<file path="config.mk">
export PLATFORM = sky130hd
export DESIGN_NAME = lexicographic_combination_generator_flat
export DESIGN_NICKNAME = d
export VERILOG_FILES = /design/src/sv/lcg_pkg.sv /design/src/sv/lcg_if.sv /design/src/sv/lcg_csr.sv /design/src/sv/lcg_alu.sv /design/src/sv/lexicographic_combination_generator.sv /design/src/flat_wrapper.sv
export SDC_FILE = /design/constraint.sdc
export NUM_CORES = 1
export LEC_CHECK = 0
export ABC_CLOCK_PERIOD_IN_PS = 12500
export BUFFER_PORTS_ARGS = -buffer_cell sky130_fd_sc_hd__buf_2
export CAP_MARGIN = 0
export CELL_PAD_IN_SITES_DETAIL_PLACEMENT = 0
export CELL_PAD_IN_SITES_GLOBAL_PLACEMENT = 1
export CORE_MARGIN = 10
export CORE_UTILIZATION = 51
export DETAILED_ROUTE_END_ITERATION = 12
export GPL_ROUTABILITY_DRIVEN = 0
export PLACE_DENSITY_LB_ADDON = 0.2
export SLEW_MARGIN = 20
export SYNTH_ARGS = -nofsm -noshare
export SYNTH_HDL_FRONTEND = slang
export SYNTH_SLANG_ARGS = --single-unit
</file>
<file path="constraint.sdc">
create_clock -name clock -period 12.5 [get_ports clock]
set_clock_uncertainty 0.15 [all_clocks]
set_input_delay 0.625 -clock clock [delete_from_list [all_inputs] [get_ports clock]]
set_output_delay 0.625 -clock clock [all_outputs]
set_load 0.01 [all_outputs]
</file>
<file path="src/sv/lcg_pkg.sv">
// ----------------------------------------------------------------------------
// lcg_pkg
// Shared constants, types and register indexes of the lexicographic
// combination generator.
// ----------------------------------------------------------------------------
`default_nettype none

package lcg_pkg;

   localparam int unsigned MAX_LETTERS_DEF = 16;

   localparam int unsigned POS_W      = 4;
   localparam int unsigned SLOT_W     = 4;
   localparam int unsigned LETTER_W   = 7;
   localparam int unsigned CFG_W      = 5;
   localparam int unsigned LETTERS_W  = 40;
   localparam int unsigned OFF_W      = 5;
   localparam int unsigned CSR_IDX_W  = 2;
   localparam int unsigned CSR_DATA_W = 40;
   localparam int unsigned SUM_W      = 6;

   localparam logic [LETTER_W-1:0] ASCII_A = 7'd97;
   localparam logic [OFF_W-1:0]    OFF_MAX = 5'd25;

   typedef enum logic [CSR_IDX_W-1:0] {
      CSR_SET_SIZE,
      CSR_CHOOSE_COUNT,
      CSR_LETTERS_LOW,
      CSR_LETTERS_HIGH
   } csr_index_type;

   typedef enum logic [2:0] {
      ST_IDLE,
      ST_FILL,
      ST_SCAN,
      ST_REFILL,
      ST_EMIT,
      ST_NONE
   } state_type;

   // Effective set size (already clamped) and combination length.
   typedef struct packed {
      logic [CFG_W-1:0] set_size;
      logic [CFG_W-1:0] choose_count;
   } cfg_type;

   // Result of the shared position unit.
   typedef struct packed {
      logic             grow;
      logic [POS_W-1:0] inc;
   } alu_res_type;

endpackage

`default_nettype wire

</file>
<file path="src/sv/lcg_if.sv">
// ----------------------------------------------------------------------------
// lcg_req_if / lcg_rsp_if
// Valid/ready channels of the combination generator: the request word and
// the letter word.
// ----------------------------------------------------------------------------
`default_nettype none

interface lcg_req_if;
   import lcg_pkg::*;

   logic valid;
   logic ready;
   logic restart;

   modport source (output valid, output restart, input ready);
   modport sink   (input valid, input restart, output ready);
endinterface

interface lcg_rsp_if;
   import lcg_pkg::*;

   logic                valid;
   logic                ready;
   logic [LETTER_W-1:0] letter;
   logic [SLOT_W-1:0]   slot;
   logic                last_letter;
   logic                more_left;
   logic                exhausted;

   modport source (output valid, output letter, output slot, output last_letter,
                   output more_left, output exhausted, input ready);
   modport sink   (input valid, input letter, input slot, input last_letter,
                   input more_left, input exhausted, output ready);
endinterface

`default_nettype wire

</file>
<file path="src/sv/lcg_csr.sv">
// ----------------------------------------------------------------------------
// lcg_csr
// Configuration registers, set-size clamp and the letter lookup that turns a
// stored position into its ASCII code.
// ----------------------------------------------------------------------------
`default_nettype none

module lcg_csr #(
   parameter int unsigned MAX_LETTERS = lcg_pkg::MAX_LETTERS_DEF
) (
   input  wire logic                            clock,
   input  wire logic                            reset,
   input  wire logic                            csr_we,
   input  wire lcg_pkg::csr_index_type          csr_index,
   input  wire logic [lcg_pkg::CSR_DATA_W-1:0]  csr_wdata,
   input  wire logic [lcg_pkg::POS_W-1:0]       rd_pos,
   output lcg_pkg::cfg_type                     cfg,
   output logic [lcg_pkg::LETTER_W-1:0]         letter
);
   import lcg_pkg::*;

   logic [CFG_W-1:0]     set_size_ff;
   logic [CFG_W-1:0]     choose_count_ff;
   logic [LETTERS_W-1:0] letters_low_ff;
   logic [LETTERS_W-1:0] letters_high_ff;

   logic [LETTERS_W-1:0] sel_word;
   logic [OFF_W-1:0]     offset;

   always_ff @(posedge clock) begin
      if (reset) begin
         set_size_ff     <= CFG_W'(16);
         choose_count_ff <= CFG_W'(1);
         letters_low_ff  <= '0;
         letters_high_ff <= '0;
      end else if (csr_we) begin
         case (csr_index)
            CSR_SET_SIZE:     set_size_ff     <= csr_wdata[CFG_W-1:0];
            CSR_CHOOSE_COUNT: choose_count_ff <= csr_wdata[CFG_W-1:0];
            CSR_LETTERS_LOW:  letters_low_ff  <= csr_wdata[LETTERS_W-1:0];
            CSR_LETTERS_HIGH: letters_high_ff <= csr_wdata[LETTERS_W-1:0];
            default: ;
         endcase
      end
   end

   always_comb begin
      cfg.choose_count = choose_count_ff;
      if (set_size_ff > CFG_W'(MAX_LETTERS)) begin
         cfg.set_size = CFG_W'(MAX_LETTERS);
      end else begin
         cfg.set_size = set_size_ff;
      end
   end

   // Positions 8 and up live in the high register; offsets past z saturate.
   always_comb begin
      sel_word = rd_pos[POS_W-1] ? letters_high_ff : letters_low_ff;
      offset   = sel_word[OFF_W*rd_pos[POS_W-2:0] +: OFF_W];
      if (offset > OFF_MAX) begin
         offset = OFF_MAX;
      end
      letter = ASCII_A + LETTER_W'(offset);
   end

endmodule

`default_nettype wire

</file>
<file path="src/sv/lcg_alu.sv">
// ----------------------------------------------------------------------------
// lcg_alu
// Shared position unit: tests whether a position can still grow against its
// limit and forms the incremented position used for bump and refill.
// ----------------------------------------------------------------------------
`default_nettype none

module lcg_alu #(
   parameter int unsigned MAX_LETTERS = lcg_pkg::MAX_LETTERS_DEF,
   localparam int unsigned IDX_W = $clog2(MAX_LETTERS)
) (
   input  wire logic [lcg_pkg::POS_W-1:0] pos,
   input  wire logic [IDX_W-1:0]          index,
   input  wire lcg_pkg::cfg_type          cfg,
   output lcg_pkg::alu_res_type           res
);
   import lcg_pkg::*;

   logic [SUM_W-1:0] lhs;
   logic [SUM_W-1:0] rhs;

   // A position may grow while pos + k < n + index.
   always_comb begin
      lhs      = SUM_W'(pos) + SUM_W'(cfg.choose_count);
      rhs      = SUM_W'(cfg.set_size) + SUM_W'(index);
      res.grow = lhs < rhs;
      res.inc  = pos + POS_W'(1);
   end

endmodule

`default_nettype wire

</file>
<file path="src/sv/lexicographic_combination_generator.sv">
// ----------------------------------------------------------------------------
// lexicographic_combination_generator
// Walks through the k-of-n combinations of a configured letter set in
// lexicographic order, one combination per request.
//
// The csr_ port sets n, k and the sixteen five-bit letter offsets; write it
// only while the block is idle. Each word accepted on req_chan either
// advances the walk or, with restart set, starts again at positions 0..k-1.
// The block answers with k words on rsp_chan, one letter per word, the last
// word flagged and carrying more_left. With k of zero, k above n, or after
// the final combination, a single word flagged exhausted is sent instead.
// From the accepting edge a first request fills positions 0..k-1; a later
// one scans down from position k-1 and, when position i is the one that grows,
// refills the positions after it. Emission then sends k words at one word per
// cycle while the receiver takes them, and the block returns to idle. When
// exhausted, the single word is sent straight from idle or after a scan that finds nothing.
// req_chan.ready is high only while no request is in progress. A stalled
// receiver holds the word in the output register and pauses emission.
// Synchronous reset returns the registers to n = 16, k = 1, clears the
// positions and the walk state.
// ----------------------------------------------------------------------------
`default_nettype none

module lexicographic_combination_generator #(
   parameter int unsigned MAX_LETTERS = lcg_pkg::MAX_LETTERS_DEF
) (
   input  wire logic                           clock,
   input  wire logic                           reset,
   lcg_req_if.sink                             req_chan,
   lcg_rsp_if.source                           rsp_chan,
   input  wire logic                           csr_we,
   input  wire lcg_pkg::csr_index_type         csr_index,
   input  wire logic [lcg_pkg::CSR_DATA_W-1:0] csr_wdata
);
   import lcg_pkg::*;

   localparam int unsigned IDX_W = $clog2(MAX_LETTERS);

   state_type        state_ff, state_in;
   logic [IDX_W-1:0] idx_ff, idx_in;
   logic             started_ff, started_in;
   logic             finished_ff, finished_in;
   logic             more_ff, more_in;
   logic [POS_W-1:0] pos_ff [MAX_LETTERS];

   logic             pos_we;
   logic [POS_W-1:0] pos_wdata;
   logic [IDX_W-1:0] rd_addr;
   logic [POS_W-1:0] rd_pos;

   logic                rsp_valid_ff, rsp_valid_in;
   logic [LETTER_W-1:0] letter_ff, letter_in;
   logic [SLOT_W-1:0]   slot_ff, slot_in;
   logic                last_ff, last_in;
   logic                more_left_ff, more_left_in;
   logic                exhausted_ff, exhausted_in;

   cfg_type             cfg;
   alu_res_type         alu_res;
   logic [LETTER_W-1:0] letter_lut;

   logic accept;
   logic out_free;
   logic at_last;
   logic started_eff;
   logic finished_eff;
   logic no_combo;
   logic any_more;

   lcg_csr #(
      .MAX_LETTERS(MAX_LETTERS)
   ) u_csr (
      .clock     (clock),
      .reset     (reset),
      .csr_we    (csr_we),
      .csr_index (csr_index),
      .csr_wdata (csr_wdata),
      .rd_pos    (rd_pos),
      .cfg       (cfg),
      .letter    (letter_lut)
   );

   lcg_alu #(
      .MAX_LETTERS(MAX_LETTERS)
   ) u_alu (
      .pos   (rd_pos),
      .index (rd_addr),
      .cfg   (cfg),
      .res   (alu_res)
   );

   // Refill reads the left neighbor of the entry being written.
   assign rd_addr = (state_ff == ST_REFILL) ? idx_ff - IDX_W'(1) : idx_ff;
   assign rd_pos  = pos_ff[rd_addr];

   assign accept       = req_chan.valid && (state_ff == ST_IDLE);
   assign out_free     = !rsp_valid_ff || rsp_chan.ready;
   assign at_last      = (CFG_W'(idx_ff) + CFG_W'(1)) == cfg.choose_count;
   assign started_eff  = started_ff && !req_chan.restart;
   assign finished_eff = finished_ff && !req_chan.restart;
   assign no_combo     = (cfg.choose_count == '0) || (cfg.choose_count > cfg.set_size)
                         || finished_eff;
   assign any_more     = more_ff || alu_res.grow;

   always_comb begin
      state_in = state_ff;
      case (state_ff)
         ST_IDLE: begin
            if (accept) begin
               if (no_combo) begin
                  state_in = ST_NONE;
               end else if (started_eff) begin
                  state_in = ST_SCAN;
               end else begin
                  state_in = ST_FILL;
               end
            end
         end
         ST_FILL: begin
            if (at_last) begin
               state_in = ST_EMIT;
            end
         end
         ST_SCAN: begin
            if (alu_res.grow) begin
               state_in = at_last ? ST_EMIT : ST_REFILL;
            end else if (idx_ff == '0) begin
               state_in = ST_NONE;
            end
         end
         ST_REFILL: begin
            if (at_last) begin
               state_in = ST_EMIT;
            end
         end
         ST_EMIT: begin
            if (out_free && at_last) begin
               state_in = ST_IDLE;
            end
         end
         ST_NONE: begin
            if (out_free) begin
               state_in = ST_IDLE;
            end
         end
         default: state_in = ST_IDLE;
      endcase
   end

   always_comb begin
      idx_in       = idx_ff;
      started_in   = started_ff;
      finished_in  = finished_ff;
      more_in      = more_ff;
      pos_we       = 1'b0;
      pos_wdata    = alu_res.inc;
      rsp_valid_in = rsp_valid_ff && !rsp_chan.ready;
      letter_in    = letter_ff;
      slot_in      = slot_ff;
      last_in      = last_ff;
      more_left_in = more_left_ff;
      exhausted_in = exhausted_ff;
      case (state_ff)
         ST_IDLE: begin
            if (accept) begin
               started_in  = started_eff;
               finished_in = finished_eff;
               idx_in      = '0;
               if (!no_combo) begin
                  if (started_eff) begin
                     idx_in = IDX_W'(cfg.choose_count - CFG_W'(1));
                  end else begin
                     started_in = 1'b1;
                  end
               end
            end
         end
         ST_FILL: begin
            pos_we    = 1'b1;
            pos_wdata = POS_W'(idx_ff);
            more_in   = 1'b0;
            idx_in    = at_last ? '0 : idx_ff + IDX_W'(1);
         end
         ST_SCAN: begin
            more_in = 1'b0;
            if (alu_res.grow) begin
               pos_we = 1'b1;
               idx_in = at_last ? '0 : idx_ff + IDX_W'(1);
            end else if (idx_ff == '0) begin
               finished_in = 1'b1;
            end else begin
               idx_in = idx_ff - IDX_W'(1);
            end
         end
         ST_REFILL: begin
            pos_we  = 1'b1;
            more_in = 1'b0;
            idx_in  = at_last ? '0 : idx_ff + IDX_W'(1);
         end
         ST_EMIT: begin
            if (out_free) begin
               rsp_valid_in = 1'b1;
               letter_in    = letter_lut;
               slot_in      = SLOT_W'(idx_ff);
               last_in      = at_last;
               more_left_in = at_last && any_more;
               exhausted_in = 1'b0;
               more_in      = any_more;
               if (at_last) begin
                  finished_in = !any_more;
               end else begin
                  idx_in = idx_ff + IDX_W'(1);
               end
            end
         end
         ST_NONE: begin
            if (out_free) begin
               rsp_valid_in = 1'b1;
               letter_in    = '0;
               slot_in      = '0;
               last_in      = 1'b1;
               more_left_in = 1'b0;
               exhausted_in = 1'b1;
            end
         end
         default: ;
      endcase
   end

   always_ff @(posedge clock) begin
      if (reset) begin
         state_ff     <= ST_IDLE;
         idx_ff       <= '0;
         started_ff   <= 1'b0;
         finished_ff  <= 1'b0;
         more_ff      <= 1'b0;
         rsp_valid_ff <= 1'b0;
      end else begin
         state_ff     <= state_in;
         idx_ff       <= idx_in;
         started_ff   <= started_in;
         finished_ff  <= finished_in;
         more_ff      <= more_in;
         rsp_valid_ff <= rsp_valid_in;
      end
   end

   // The walk may resume after k is raised, so untouched entries must read zero.
   always_ff @(posedge clock) begin
      if (reset) begin
         for (int i = 0; i < MAX_LETTERS; i++) begin
            pos_ff[i] <= '0;
         end
      end else if (pos_we) begin
         pos_ff[idx_ff] <= pos_wdata;
      end
   end

   always_ff @(posedge clock) begin
      letter_ff    <= letter_in;
      slot_ff      <= slot_in;
      last_ff      <= last_in;
      more_left_ff <= more_left_in;
      exhausted_ff <= exhausted_in;
   end

   assign req_chan.ready       = (state_ff == ST_IDLE);
   assign rsp_chan.valid       = rsp_valid_ff;
   assign rsp_chan.letter      = letter_ff;
   assign rsp_chan.slot        = slot_ff;
   assign rsp_chan.last_letter = last_ff;
   assign rsp_chan.more_left   = more_left_ff;
   assign rsp_chan.exhausted   = exhausted_ff;

endmodule

`default_nettype wire

</file>
<file path="src/flat_wrapper.sv">
// flat-port wrapper written by rule: the top's interface ports become plain ports
module lexicographic_combination_generator_flat import lcg_pkg::*;
#(
   parameter int unsigned MAX_LETTERS = lcg_pkg::MAX_LETTERS_DEF
)
  (clock, reset, csr_we, csr_index, csr_wdata, req_chan_valid, req_chan_restart, req_chan_ready, rsp_chan_valid, rsp_chan_letter, rsp_chan_slot, rsp_chan_last_letter, rsp_chan_more_left, rsp_chan_exhausted, rsp_chan_ready);
  lcg_req_if req_chan_i ();
  lcg_rsp_if rsp_chan_i ();
  input  wire logic clock;
  input  wire logic reset;
  input  wire logic csr_we;
  input  wire lcg_pkg::csr_index_type csr_index;
  input  wire logic [lcg_pkg::CSR_DATA_W-1:0] csr_wdata;
  input wire logic [$bits(req_chan_i.valid)-1:0] req_chan_valid;
  input wire logic [$bits(req_chan_i.restart)-1:0] req_chan_restart;
  output wire logic [$bits(req_chan_i.ready)-1:0] req_chan_ready;
  output wire logic [$bits(rsp_chan_i.valid)-1:0] rsp_chan_valid;
  output wire logic [$bits(rsp_chan_i.letter)-1:0] rsp_chan_letter;
  output wire logic [$bits(rsp_chan_i.slot)-1:0] rsp_chan_slot;
  output wire logic [$bits(rsp_chan_i.last_letter)-1:0] rsp_chan_last_letter;
  output wire logic [$bits(rsp_chan_i.more_left)-1:0] rsp_chan_more_left;
  output wire logic [$bits(rsp_chan_i.exhausted)-1:0] rsp_chan_exhausted;
  input wire logic [$bits(rsp_chan_i.ready)-1:0] rsp_chan_ready;
  assign req_chan_i.valid = req_chan_valid;
  assign req_chan_i.restart = req_chan_restart;
  assign req_chan_ready = req_chan_i.ready;
  assign rsp_chan_valid = rsp_chan_i.valid;
  assign rsp_chan_letter = rsp_chan_i.letter;
  assign rsp_chan_slot = rsp_chan_i.slot;
  assign rsp_chan_last_letter = rsp_chan_i.last_letter;
  assign rsp_chan_more_left = rsp_chan_i.more_left;
  assign rsp_chan_exhausted = rsp_chan_i.exhausted;
  assign rsp_chan_i.ready = rsp_chan_ready;
  lexicographic_combination_generator #(.MAX_LETTERS(MAX_LETTERS)) u_core (.clock(clock), .reset(reset), .req_chan(req_chan_i), .rsp_chan(rsp_chan_i), .csr_we(csr_we), .csr_index(csr_index), .csr_wdata(csr_wdata));
endmodule
</file>
* Word-level counts from Yosys, hierarchy flattened
Memory sizes are Yosys's and may differ from the RTL's.
Cells that the tools add are included.
** Operators by class
- Add/subtract/negate cells :: 8
- $mul :: 1
- Div/mod/pow operators :: 0
- Order comparisons :: 4
- Eq/ne operators :: 20
- Shifts and indexed selects :: 1
- Multiplexer cells :: 58
- Bitwise logic cells :: 0
- Reductions and logical operators :: 36
** Operator list (count)
- $mux W4 :: 14
- $mux W40 :: 1
- $shiftx A40 B7 Y5 :: 1
- $mux W3 :: 8
- $mux W1 :: 20
- $pmux W4 S4 :: 1
- $pmux W3 S5 :: 1
- $mux W7 :: 2
- $ne A2 B1 Y1 const B :: 7
- $pmux W7 S2 :: 1
- $reduce_and A2 Y1 :: 6
- $gt A5 B5 Y1 const B :: 2
- $mux W5 :: 2
- $pmux W1 S2 :: 5
- $reduce_and A5 Y1 :: 2
- $add A4 B1 Y4 const B :: 2
- $pmux W4 S2 :: 1
- $sub A4 B1 Y4 const B :: 2
- $add A6 B6 Y7 const A :: 1
- $add A4 B5 Y6 :: 1
- $add A5 B4 Y6 :: 1
- $eq A3 B2 Y1 const B :: 2
- $eq A3 B3 Y1 const B :: 2
- $logic_and A1 B1 Y1 :: 6
- 27 further kinds :: 37
** Storage, ports and cells
- Bits in registers :: 115
- Latch bits :: 0
- Memory bits (writable) :: 64
- ROM bits :: 0
- Output and inout port bits :: 16
- Memories :: 1
** Memory list
- u_core.pos_ff :: depth 16, bits a word 4, rd ports 1, clocked after Yosys merged registers in 0, wr ports 16, RTL line lexicographic_combination_generator.sv:44 : logic [POS_W-1:0] pos_ff [MAX_LETTERS];

* Depth between registers and ports, before layout
Gate-level depths: netlist (run 1).
An unclocked memory read counts as a cell.
- Depth after elaboration :: 12
- Gate-level depth with buffers :: 28
- Mapped depth without buffers :: 23

* Hierarchy
Synthesis (run 1) repeated with hierarchy kept, for this count alone.
** Unflattened totals
- Cells, all modules :: 916
- Area total of the unflattened synthesis :: 9156.3 um2
** By module, submodules not included
- lexicographic_combination_generator :: instances 1, cells an instance 416, area each 4818.4 um2, seq. area each 2562.5 um2
- lcg_csr :: instances 1, cells an instance 450, area each 3900.0 um2, seq. area each 1801.7 um2
- lcg_alu :: instances 1, cells an instance 50, area each 437.9 um2, seq. area each 0.0 um2

* Worst setup path after synthesis (run 1)
No wires, ideal clock.
- Path type :: register to register
- From :: register u_core.idx_ff[1]
- To :: memory u_core.pos_ff[11][0], enable pin
- Arrival time :: 5.729 ns
- Slack :: 6.311 ns
- Cell stages (with the launch flop) :: 29
- Cell sequence :: dfxtp_1 -> buf_2 -> inv_2 -> ha_1 -> buf_2 -> buf_4 -> buf_4 -> nor2_1 -> mux2i_1 -> a21oi_1 -> a221oi_1 -> a21oi_2 -> inv_2 -> buf_2 -> ha_1 -> inv_1 -> fa_1 -> inv_1 -> ha_1 -> a21o_1 -> a21o_1 -> a21o_1 -> a21o_1 -> a21oi_1 -> nand2_1 -> a21oi_1 -> clkbuf_1 -> nand3_1 -> nand2b_1
** RTL lines
- start, declared :: RTL line lexicographic_combination_generator.sv:40 : logic [IDX_W-1:0] idx_ff, idx_in;
- start signal, assigned :: RTL line lexicographic_combination_generator.sv:240 : idx_ff <= idx_in;
- end, declared :: RTL line lexicographic_combination_generator.sv:44

==> results.cfg, run 1 <==
[logic_synthesis]
postSynthCellCount = 1083
synthesis.area_um2 = 9981
synth_cell_types = 88
dominantRegCellSynth = dfxtp_1
syn-num-nets = 1160
number_of_enable_type_register_cells_in_the_synthesized_netlist = 78
yosys_register_bits = 179
seq_area_frac_synth_pct = 43.73
synthesis.area_per_instance_um2 = 9.216
async_flop_share_pct = 0
yosys_warnings = 0

[sta]
final_hold_viol_count = 0
worst_pin_slew_ns = 1.138
timing.final.crit_share_pct = 70.70
final_period_minus_worst_setup_slack_ns = 8.837
hold-worst-slack_ns = 0.2700
slew_violations = 0
timing.final.setup_violations = 0
max_slew_margin_pct = 24.11
fmaxAchievable_ghz = 0.1132
rsz_0062_raised_after_global_routing = no
final.setup.tns_ns = 0

[finish]
area_growth_from_synthesis_to_layout_pct = 9.477
drive_gt1_share_pct = 14.34
insertedDiodeCount = 0
final_core_util_pct = 56.51
fillers = 1786
layout.nets = 1180
finalInstanceArea_um2 = 10930

[clocking]
cts_tree = built
number_of_buffers_created_by_cts = 17
clk_path_buf_depth = 2
hold_buffers = 0
buffers_inserted_during_post_cts_setup_optimization = 0
clk-insertion-delay-late_ns = 0.45
clock_sinks = 179
clk_root_buffer_cell = clkbuf_16
clkSlewWorstSetupHoldPaths_ns = 0.08
post_cts.resized_instances = 0
clock_tree.htree_level_count = 4

[setup_path]
reg2reg_start = u_core.idx_ff[0]
regToRegSetupSlack_ns = 3.66
r2r.worst_path.cells = 18
cp-start-kind = register
timing.critical_path.required_ns = 12.48
criticalPathCategory = reg -> reg
cp_data_arrival_time_ns = 8.81
kind_of_end_point_of_the_critical_path = register
r2r-end = u_core.pos_ff[8][1]
worstPathMaxFanout = 49

[power_and_ir_drop]
internal_power_mw = 1.364
gate_power_share_pct = 47.7
post-layout-total-power_mw = 2.432
netSwitchingFraction_pct = 43.89
seq_power_share_pct = 30.1
power_leakage_nw = 4.151
vdd.ir_drop.worst_uv = 124.0
clock_power_share_pct = 22.1
cellPowerDensity_nw_per_um2 = 222.5
power.net_switching_mw = 1.067

[route]
drtPass1Iterations = 5
detail_route.drc_violations = 0
routed_wl_um = 27090
number_of_vias_per_cell_after_detailed_routing = 5.842
first_iter_violations = 760
detailroute.via_count = 8068
route.detailed.wl_per_inst_um = 19.62
postRouteAntennaNets = 0

[floorplan]
starting_density_of_the_core_pct = 51.62
die-width_um = 159.9
die_height_um = 159.9
io_pins = 64
rows = 51
floorplan.die_area_um2 = 25570
coreArea_um2 = 19330

[grt]
grt_first_pass_wirelength_um = 43350
grt_pass1_vias = 7701
grt_antenna_before_repair = 0
largest_net_degree_at_the_start_of_global_routing = 87
grt_use_total_pct = 21.12
grt.overflow.total = 0

[run_status]
outcome = finished, final reports clean

[place]
placement.io_buffers = 63
place.detailed.hpwl_um = 18590
placed_cell_area_um2 = 10330

[hold_path]
holdCritPathClass = in -> reg
holdPathEnd = u_core.u_csr.letters_high_ff[12]
whs_path_depth = 3
hold_path.startpoint = csr_wdata[12]

[job]
max_capacitance_violation_count = 0
## power by group through the flow
stage          clock (mW)  sequential, mW  combinational [mW]
6_report            0.538           0.733                1.16
5_1_grt             0.567           0.740                1.26
4_1_cts             0.543           0.731                1.15
3_5_place_dp            0           0.744                1.14
3_3_place_gp            0           0.744                1.14
2_1_floorplan           0           0.708               0.876
## placed cells by master, fill, tap and decap left out, types with 5 or more instances in the layout
master	synthesis	final
a21oi_1	111	110
o32ai_1	7	7
nand2_1	203	203
buf_4	7	10
mux2i_1	49	47
mux4_2	12	12
xnor2_1	9	9
inv_1	24	24
edfxtp_1	78	78
ha_1	27	27
buf_2	9	62
nor2b_1	13	13
and3_1	6	6
clkbuf_16	0	17
and2_1	7	7
a211oi_1	12	12
nor3_1	9	9
nor2_1	105	103
inv_8	0	5
mux2_2	9	9
nor3b_1	11	11
o21ai_0	17	17
nand2b_1	27	27
a21o_1	10	10
xor2_1	5	5
o211ai_1	14	14
dfxtp_1	101	100
nand4_1	16	16
inv_2	5	5
o31ai_1	6	6
nand3_1	25	25
## how the worst max path moves through the flow
| stage | depth (start not counted) | end | startpoint | slack [ns] |
|---|---|---|---|---|
| floorplan | 28 | u_core.pos_ff[11][0] | u_core.idx_ff[1] | 6.31 |
| global placement | 18 | u_core.pos_ff[15][1] | u_core.idx_ff[0] | 4.22 |
| detailed placement | 18 | u_core.pos_ff[14][0] | u_core.idx_ff[0] | 3.96 |
| CTS | 18 | u_core.pos_ff[14][2] | u_core.idx_ff[0] | 4.00 |
| global route | 18 | u_core.pos_ff[12][1] | u_core.idx_ff[0] | 3.03 |
| finish | 18 | u_core.pos_ff[8][1] | u_core.idx_ff[0] | 3.66 |
## cell usage after synthesis, types with 5 or more instances
cell type,number,share of area (%)
and3_1,6,0.38
and2_1,7,0.44
ha_1,27,3.4
nor3_1,9,0.45
mux4_2,12,2.7
xnor2_1,9,0.79
nor2b_1,13,0.81
dfxtp_1,101,20
nand4_1,16,1.0
nand2_1,203,7.6
o21ai_1,5,0.25
o32ai_1,7,0.61
nor2_1,105,3.9
buf_6,9,1.0
xor2_1,5,0.44
buf_2,9,0.45
a21oi_1,111,5.6
buf_4,7,0.53
o31ai_1,6,0.45
nor3b_1,11,0.83
a211oi_1,12,0.90
clkbuf_1,43,1.6
mux2_2,9,1.0
mux2i_1,49,4.9
inv_1,24,0.90
nand3_1,25,1.3
inv_2,5,0.19
nand2b_1,27,1.7
o21ai_0,17,0.85
o211ai_1,14,1.1
edfxtp_1,78,23
a21o_1,10,0.75
## through the flow
step / cells / setup slack (ns)
floorplan: 1083 / 6.311
global placement: 1349 / 4.219
detailed placement: 1349 / 3.956
CTS: 1381 / 3.996
global route: 1381 / 3.033
finish: 1381 / 3.663
## logic make-up (layout without fill, tap and decap cells)
group | Yosys count | in the layout | share of synthesized area (%)
simple gates | 447 | 447 | 21.06
compound gates | 236 | 236 | 15.64
flops | 179 | 179 | 43.73
buf+inv | 102 | 135 | 5.027
mux | 74 | 74 | 9.089
fa+ha+maj | 29 | 29 | 3.786
xor+xnor | 16 | 16 | 1.667
## layer usage
layer / wire length (um) / track usage [%] / up-vias
met1: 12930 / 31.21 / 3820
met2: 11610 / 30.38 / 314
met3: 2110 / 4.062 / 33
met4: 439 / 6.469 / 0
met5: 0 / 0 / -
li1: - / - / 3901
## sequential cells by signal, summed over array words and instances, names as in the netlist
signal                        cells
u_core.pos_ff                    64
u_core.u_csr.letters_high_ff     40
u_core.u_csr.letters_low_ff      40
u_core.rsp_chan.letter            7
u_core.u_csr.choose_count_ff      5
u_core.u_csr.set_size_ff          5
u_core.idx_ff                     4
u_core.rsp_chan.slot              4
u_core.state_ff                   3
u_core.finished_ff                1
u_core.more_ff                    1
u_core.rsp_chan.exhausted         1
u_core.rsp_chan.last_letter       1
u_core.rsp_chan.more_left         1
u_core.rsp_chan.valid             1
u_core.started_ff                 1
## critical path: stages (launching register included)
cell	delay (ns)
dfxtp_2	0.99
inv_1	0.42
ha_1	1.04
nand4b_1	0.53
o21ai_0	0.29
o21ai_0	0.14
and4_1	0.34
nor3_4	0.62
inv_2	0.43
ha_1	0.45
xnor2_1	0.14
ha_1	0.29
a21o_1	0.15
a21o_1	0.18
a21oi_1	0.66
nand2_1	0.15
a21oi_2	0.86
nand3_1	0.34
nand2b_1	0.29
## area by class of cell
class	instances	area [um^2]	area share, %
clock buffer	17	425.4	3.893
clock inverter	15	165.2	1.512
inverter	31	118.9	1.088
multi-input combinational	802	5135	46.99
sequential	179	4365	39.95
tap	265	331.6	3.034
timing repair buffer	72	385.4	3.527
(Power assumes the default switching activity.)
==> run 2: changes to the inputs <==
Settings changed: ABC_CLOCK_PERIOD_IN_PS 12500 to 8300, CORE_UTILIZATION 51 to 48.
Clock period 12.5 ns to 8.3 ns, I/O delays scaled along.
==> run 2 against run 1 <==
  * Sequential cell count unchanged
  * Non-clock buffer count up 8
  * Total power up 52%
  * Cell area up 0.45%
  * Via count up 1.4%
  * Routed wire length up 2.0%
  * Largest cell class unchanged
  * Largest power group unchanged
  * Highest routed layer unchanged
==> results.cfg, run 2 (same netlist as run 1, synthesis figures left out) <==
[sta]
timing.final.crit_share_pct = 78.54
final_period_minus_worst_setup_slack_ns = 6.519
timing.final.setup_violations = 0
rsz_0062_raised_after_global_routing = no
slew_violations = 0
worst_pin_slew_ns = 1.086
final.setup.tns_ns = 0
layout_setup_ws_ns = 1.781
max_slew_margin_pct = 27.29
fmaxAchievable_ghz = 0.1534
final_hold_viol_count = 0
hold-worst-slack_ns = 0.06054

[clocking]
clock_sinks = 179
number_of_buffers_created_by_cts = 17
clkSlewWorstSetupHoldPaths_ns = 0.08
clk_path_buf_depth = 2
clk_root_buffer_cell = clkbuf_16
buffers_inserted_during_post_cts_setup_optimization = 0
post_cts.resized_instances = 0
clk-insertion-delay-late_ns = 0.44
hold_buffers = 0
cts_tree = built
clock_tree.htree_level_count = 4

[finish]
area_growth_from_synthesis_to_layout_pct = 9.966
top_register = u_core.pos_ff
area.sequential_um2 = 4365
final_core_util_pct = 53.90
layout.nets = 1188
reg_top3 = u_core.pos_ff (64), u_core.u_csr.letters_high_ff (40), u_core.u_csr.letters_low_ff (40)
finalInstanceArea_um2 = 10980
finalNonFillerCells = 1394
layout_commonest_cell = nand2_1
insertedDiodeCount = 0
fillers = 1924
leading_cell_types_in_the_layout_fill_and_taps_excluded = nand2_1 (203), a21oi_1 (111), nor2_1 (103)
drive_gt1_share_pct = 14.86
largest_register_ffs = 64
area_taken_by_multi_input_logic_gates_um2 = 5131

[route]
postRouteAntennaNets = 0
detailroute.via_count = 8182
number_of_vias_per_cell_after_detailed_routing = 5.869
route.detailed.wl_per_inst_um = 19.82
first_iter_violations = 699
routed_wl_um = 27630
detail_route.drc_violations = 0
drtPass1Iterations = 7

[place]
placed_cell_area_um2 = 10400
post-place-cells = 1362
place.detailed.hpwl_um = 19040
preCtsSetupSlack_ns = 1.947
placement.io_buffers = 63

[power_and_ir_drop]
post-layout-total-power_mw = 3.704
vdd.ir_drop.worst_uv = 183.8
power_leakage_nw = 4.187
cellPowerDensity_nw_per_um2 = 337.5

[setup_path]
worstPathMaxFanout = 17
kind_of_end_point_of_the_critical_path = register
cp-start-kind = register
regToRegSetupSlack_ns = 1.78
timing.critical_path.required_ns = 8.29
cp_data_arrival_time_ns = 6.51
criticalPathCategory = reg -> reg

[floorplan]
die-width_um = 164.2
starting_density_of_the_core_pct = 49.01
coreArea_um2 = 20360
io_pins = 64
rows = 52
die_height_um = 164.2
floorplan.die_area_um2 = 26960

[job]
max_capacitance_violation_count = 0

[run_status]
outcome = finished, final reports clean

[hold_path]
holdCritPathClass = in -> reg

[grt]
grt.overflow.total = 0
largest_net_degree_at_the_start_of_global_routing = 80
grt_pass1_vias = 7552
grt_first_pass_wirelength_um = 43480
grt_use_total_pct = 20.61
grt_antenna_before_repair = 0
==> run 2: critical path, stage by stage (launching register included) <==
cell      delay (ns)
dfxtp_1         0.72
and3b_1         0.75
o32ai_1         0.16
mux4_2          0.48
a311oi_2        0.40
a21o_4          0.26
clkinv_1        0.26
fa_1            0.57
inv_1           0.04
ha_1            0.27
a21o_1          0.15
a21o_1          0.17
a21o_1          0.18
a21o_1          0.21
a21oi_1         0.18
buf_4           0.18
nand2_1         0.07
a21oi_1         0.17
buf_4           0.29
nand4_1         0.24
nand2b_1        0.29
==> run 2: final timing paths <==
kind / startpoint / end / cells past startpoint
hold reg to reg: u_core.u_csr.letters_low_ff[16] / u_core.u_csr.letters_low_ff[16] / 2
hold / removal: csr_wdata[7] / u_core.u_csr.letters_high_ff[7] / 3
setup / recovery: u_core.state_ff[1] / u_core.pos_ff[12][0] / 20
setup reg to reg: u_core.state_ff[1] / u_core.pos_ff[12][0] / 20
==> run 2: per-layer routing <==
metal | global-route usage [%] | share of wire [%] | vias to the layer above
met5 | 0 | 0 | -
met4 | 6.621 | 1.9 | 0
met3 | 3.630 | 7.9 | 39
met2 | 28.78 | 42 | 332
met1 | 31.23 | 48 | 3896
li1 | - | - | 3915
==> run 2: power breakdown <==
| part | leakage [nW] | internal [mW] | switching (mW) | total (mW) |
|---|---|---|---|---|
| Sequential | 1.61 | 1.01 | 0.0681 | 1.08 |
| Clock | 0.282 | 0.408 | 0.394 | 0.801 |
| Combinational | 2.30 | 0.664 | 1.16 | 1.82 |
| Total | 4.19 | 2.08 | 1.62 | 3.70 |
==> run 2: layout make-up <==
type	instances	area share (%)
well taps	270	3.078
inverters	31	1.083
repair buffers	80	4.058
multi-input cells	802	46.75
clock inverters	14	1.254
flip-flops and latches	179	39.77
clock buffers	18	4.001
==> run 3: changes to the inputs <==
Settings changed: ABC_CLOCK_PERIOD_IN_PS 8300 to 5400, CORE_UTILIZATION 48 to 43.
Clock period 8.3 ns to 5.4 ns, I/O delays scaled along.
==> run 3 against run 2 <==
  * Highest routed layer unchanged
  * Critical path depth up 1
  * Critical path type unchanged
  * Non-clock buffer count grew 81
  * Sequential power rose by 50%
  * Clock power up 57%
  * Routed wire length increased by 3.9%
  * Hold slack worse by 0.029 ns
  * Die area up 10%
==> results.cfg, run 3 (same netlist as run 1, synthesis figures left out) <==
[run_status]
outcome = finished, final reports clean

[clocking]
cts_tree = built
clock_sinks = 179
clk-insertion-delay-late_ns = 0.44
number_of_buffers_created_by_cts = 17
clock_tree.htree_level_count = 4
clk_path_buf_depth = 2
clkSlewWorstSetupHoldPaths_ns = 0.08
clk_root_buffer_cell = clkbuf_16

[sta]
worst_pin_slew_ns = 1.037
final_hold_viol_count = 0
final_period_minus_worst_setup_slack_ns = 5.148
fmaxAchievable_ghz = 0.1943
timing.final.crit_share_pct = 95.33
rsz_0062_raised_after_global_routing = no
slew_violations = 0
timing.final.setup_violations = 0
final.setup.tns_ns = 0
max_slew_margin_pct = 30.75

[floorplan]
starting_density_of_the_core_pct = 43.95
floorplan.die_area_um2 = 29700
die-width_um = 172.4
io_pins = 64
rows = 55
coreArea_um2 = 22710
die_height_um = 172.4

[finish]
fillers = 2114
drive_gt1_share_pct = 19.42
layout.nets = 1269
top_register = u_core.pos_ff
insertedDiodeCount = 0
reg_top3 = u_core.pos_ff (64), u_core.u_csr.letters_high_ff (40), u_core.u_csr.letters_low_ff (40)
area_growth_from_synthesis_to_layout_pct = 20.81
leading_cell_types_in_the_layout_fill_and_taps_excluded = nand2_1 (202), a21oi_1 (109), nor2_1 (103)
layout_commonest_cell = nand2_1
largest_register_ffs = 64

[grt]
grt.overflow.total = 0
grt_antenna_before_repair = 0
grt_first_pass_wirelength_um = 45090
grt_pass1_vias = 7941
largest_net_degree_at_the_start_of_global_routing = 91
grt_use_total_pct = 19.71

[place]
placement.io_buffers = 63
place.detailed.hpwl_um = 19900

[setup_path]
criticalPathCategory = reg -> reg
r2r-end = u_core.idx_ff[0]
worstPathMaxFanout = 9
cp_slowest_cell = mux4_2
kind_of_end_point_of_the_critical_path = register
crit_buf_inv = 5
crit_path_cell_trace = clkinvlp_4 > ha_4 > nand4b_1 > buf_4 > o32ai_1 > mux4_2 > a311oi_4 > a21o_4 > clkinv_2 > fa_1 > inv_1 > ha_1 > a21o_1 > a21o_1 > a21o_1 > a21o_1 > a21o_1 > a221oi_2 > buf_4 > nor2_1 > a211oi_1
r2r.worst_path.cells = 21
critPathMaxStageDelay_ns = 0.52
regToRegSetupSlack_ns = 0.25
cp-start-kind = register
cp_data_arrival_time_ns = 5.33
crit_top_cell = a21o_1
reg2reg_start = u_core.idx_ff[0]
cpLargestDelayFamily = compound AO/OA/AOI/OAI gates
timing.critical_path.required_ns = 5.58

[route]
route.detailed.wl_per_inst_um = 19.27
routed_wl_um = 28710
drtPass1Iterations = 5
first_iter_violations = 613
detail_route.drc_violations = 0
postRouteAntennaNets = 0
detailroute.via_count = 8366
number_of_vias_per_cell_after_detailed_routing = 5.615

[power_and_ir_drop]
post-layout-total-power_mw = 6.025
cellPowerDensity_nw_per_um2 = 499.7
vdd.ir_drop.worst_uv = 289.9
power_leakage_nw = 4.655

[hold_path]
holdCritPathClass = in -> reg
hold_path.startpoint = rsp_chan_ready
holdPathEnd = u_core.rsp_chan.valid
whs_path_depth = 3

[job]
max_capacitance_violation_count = 0
-- run 3: cell types whose count changed in the layout (fill, tap and decap cells not counted), moves of 3 or more --
cell,delta
dlygate4sd3_1,+42
buf_4,+34
nand2b_1,-10
nand2b_4,+10
nand3_1,-10
nand3_4,+10
buf_12,+4
ha_1,-3
inv_4,-3
-- run 3: how the worst max path moves through the flow --
stage,from,endpoint,slack (ns),depth (start not counted)
after global routing,u_core.idx_ff[0],u_core.idx_ff[0],0.0006,21
after floorplan,u_core.idx_ff[0],u_core.pos_ff[11][0],0.008,28
after global placement,u_core.idx_ff[0],u_core.pos_ff[1][1],0.34,21
after CTS,u_core.idx_ff[0],u_core.pos_ff[14][0],0.17,21
final,u_core.idx_ff[0],u_core.idx_ff[0],0.25,21
after detailed placement,u_core.idx_ff[0],u_core.idx_ff[0],0.23,20
-- run 3: layer usage --
layer / part of all wire, % / global-route usage [%] / up-vias
met5: 0 / 0 / -
met4: 1.2 / 5.135 / 0
met3: 6.0 / 3.511 / 29
met2: 44 / 29.24 / 259
met1: 49 / 28.77 / 3988
li1: - / - / 4090
-- run 3: metrics by stage --
| stage | instance area (um^2) | hold WS, ns | instances | worst slack [ns] | util, % |
|---|---|---|---|---|---|
| 2_1_floorplan | 10290 | 0.2378 | 1083 | 0.008037 | - |
| 3_3_place_gp | 10920 | 0.2894 | 1408 | 0.3448 | 48.10 |
| 3_5_place_dp | 10920 | 0.2942 | 1408 | 0.2266 | 48.10 |
| 4_1_cts | 11950 | 0.01246 | 1482 | 0.1737 | 52.62 |
| 5_1_grt | 12060 | 0.04905 | 1490 | 0.0005702 | 53.10 |
| 6_report | 12060 | 0.03121 | 1490 | 0.2520 | 53.10 |
-- run 3: repair_timing --
item,4_1_cts,5_1_grt
hold buffers,42,0
hold endpoints to repair,91,0
setup buffers,0,8
endpoints found under the setup margin,0,27
resized for setup,0,4
-- run 3: where the power goes --
group / switching, mW / leakage, nW / total [mW] / internal [mW]
logic: 1.92 / 2.75 / 3.14 / 1.22
registers: 0.0666 / 1.61 / 1.62 / 1.55
clock network: 0.630 / 0.296 / 1.26 / 0.632
-- run 3: final cells by class --
class / instances / area (um^2) / share of cell area [%]
clock inverters: 15 / 180.2 / 1.494
multi-input cells: 802 / 5390 / 44.70
clock buffers: 17 / 425.4 / 3.528
well taps: 285 / 356.6 / 2.957
inverters: 31 / 123.9 / 1.027
flip-flops and latches: 179 / 4365 / 36.20
repair buffers: 161 / 1216 / 10.09
-- run 3: worst reg2reg max path, cell delays in order (launching register included) --
cell	delay [ns]
dfxtp_2	0.37
clkinvlp_4	0.15
ha_4	0.26
nand4b_1	0.11
buf_4	0.17
o32ai_1	0.09
mux4_2	0.52
a311oi_4	0.32
a21o_4	0.14
clkinv_2	0.06
fa_1	0.51
inv_1	0.05
ha_1	0.28
a21o_1	0.15
a21o_1	0.17
a21o_1	0.16
a21o_1	0.19
a21o_1	0.30
a221oi_2	0.36
buf_4	0.20
nor2_1	0.04
a211oi_1	0.28
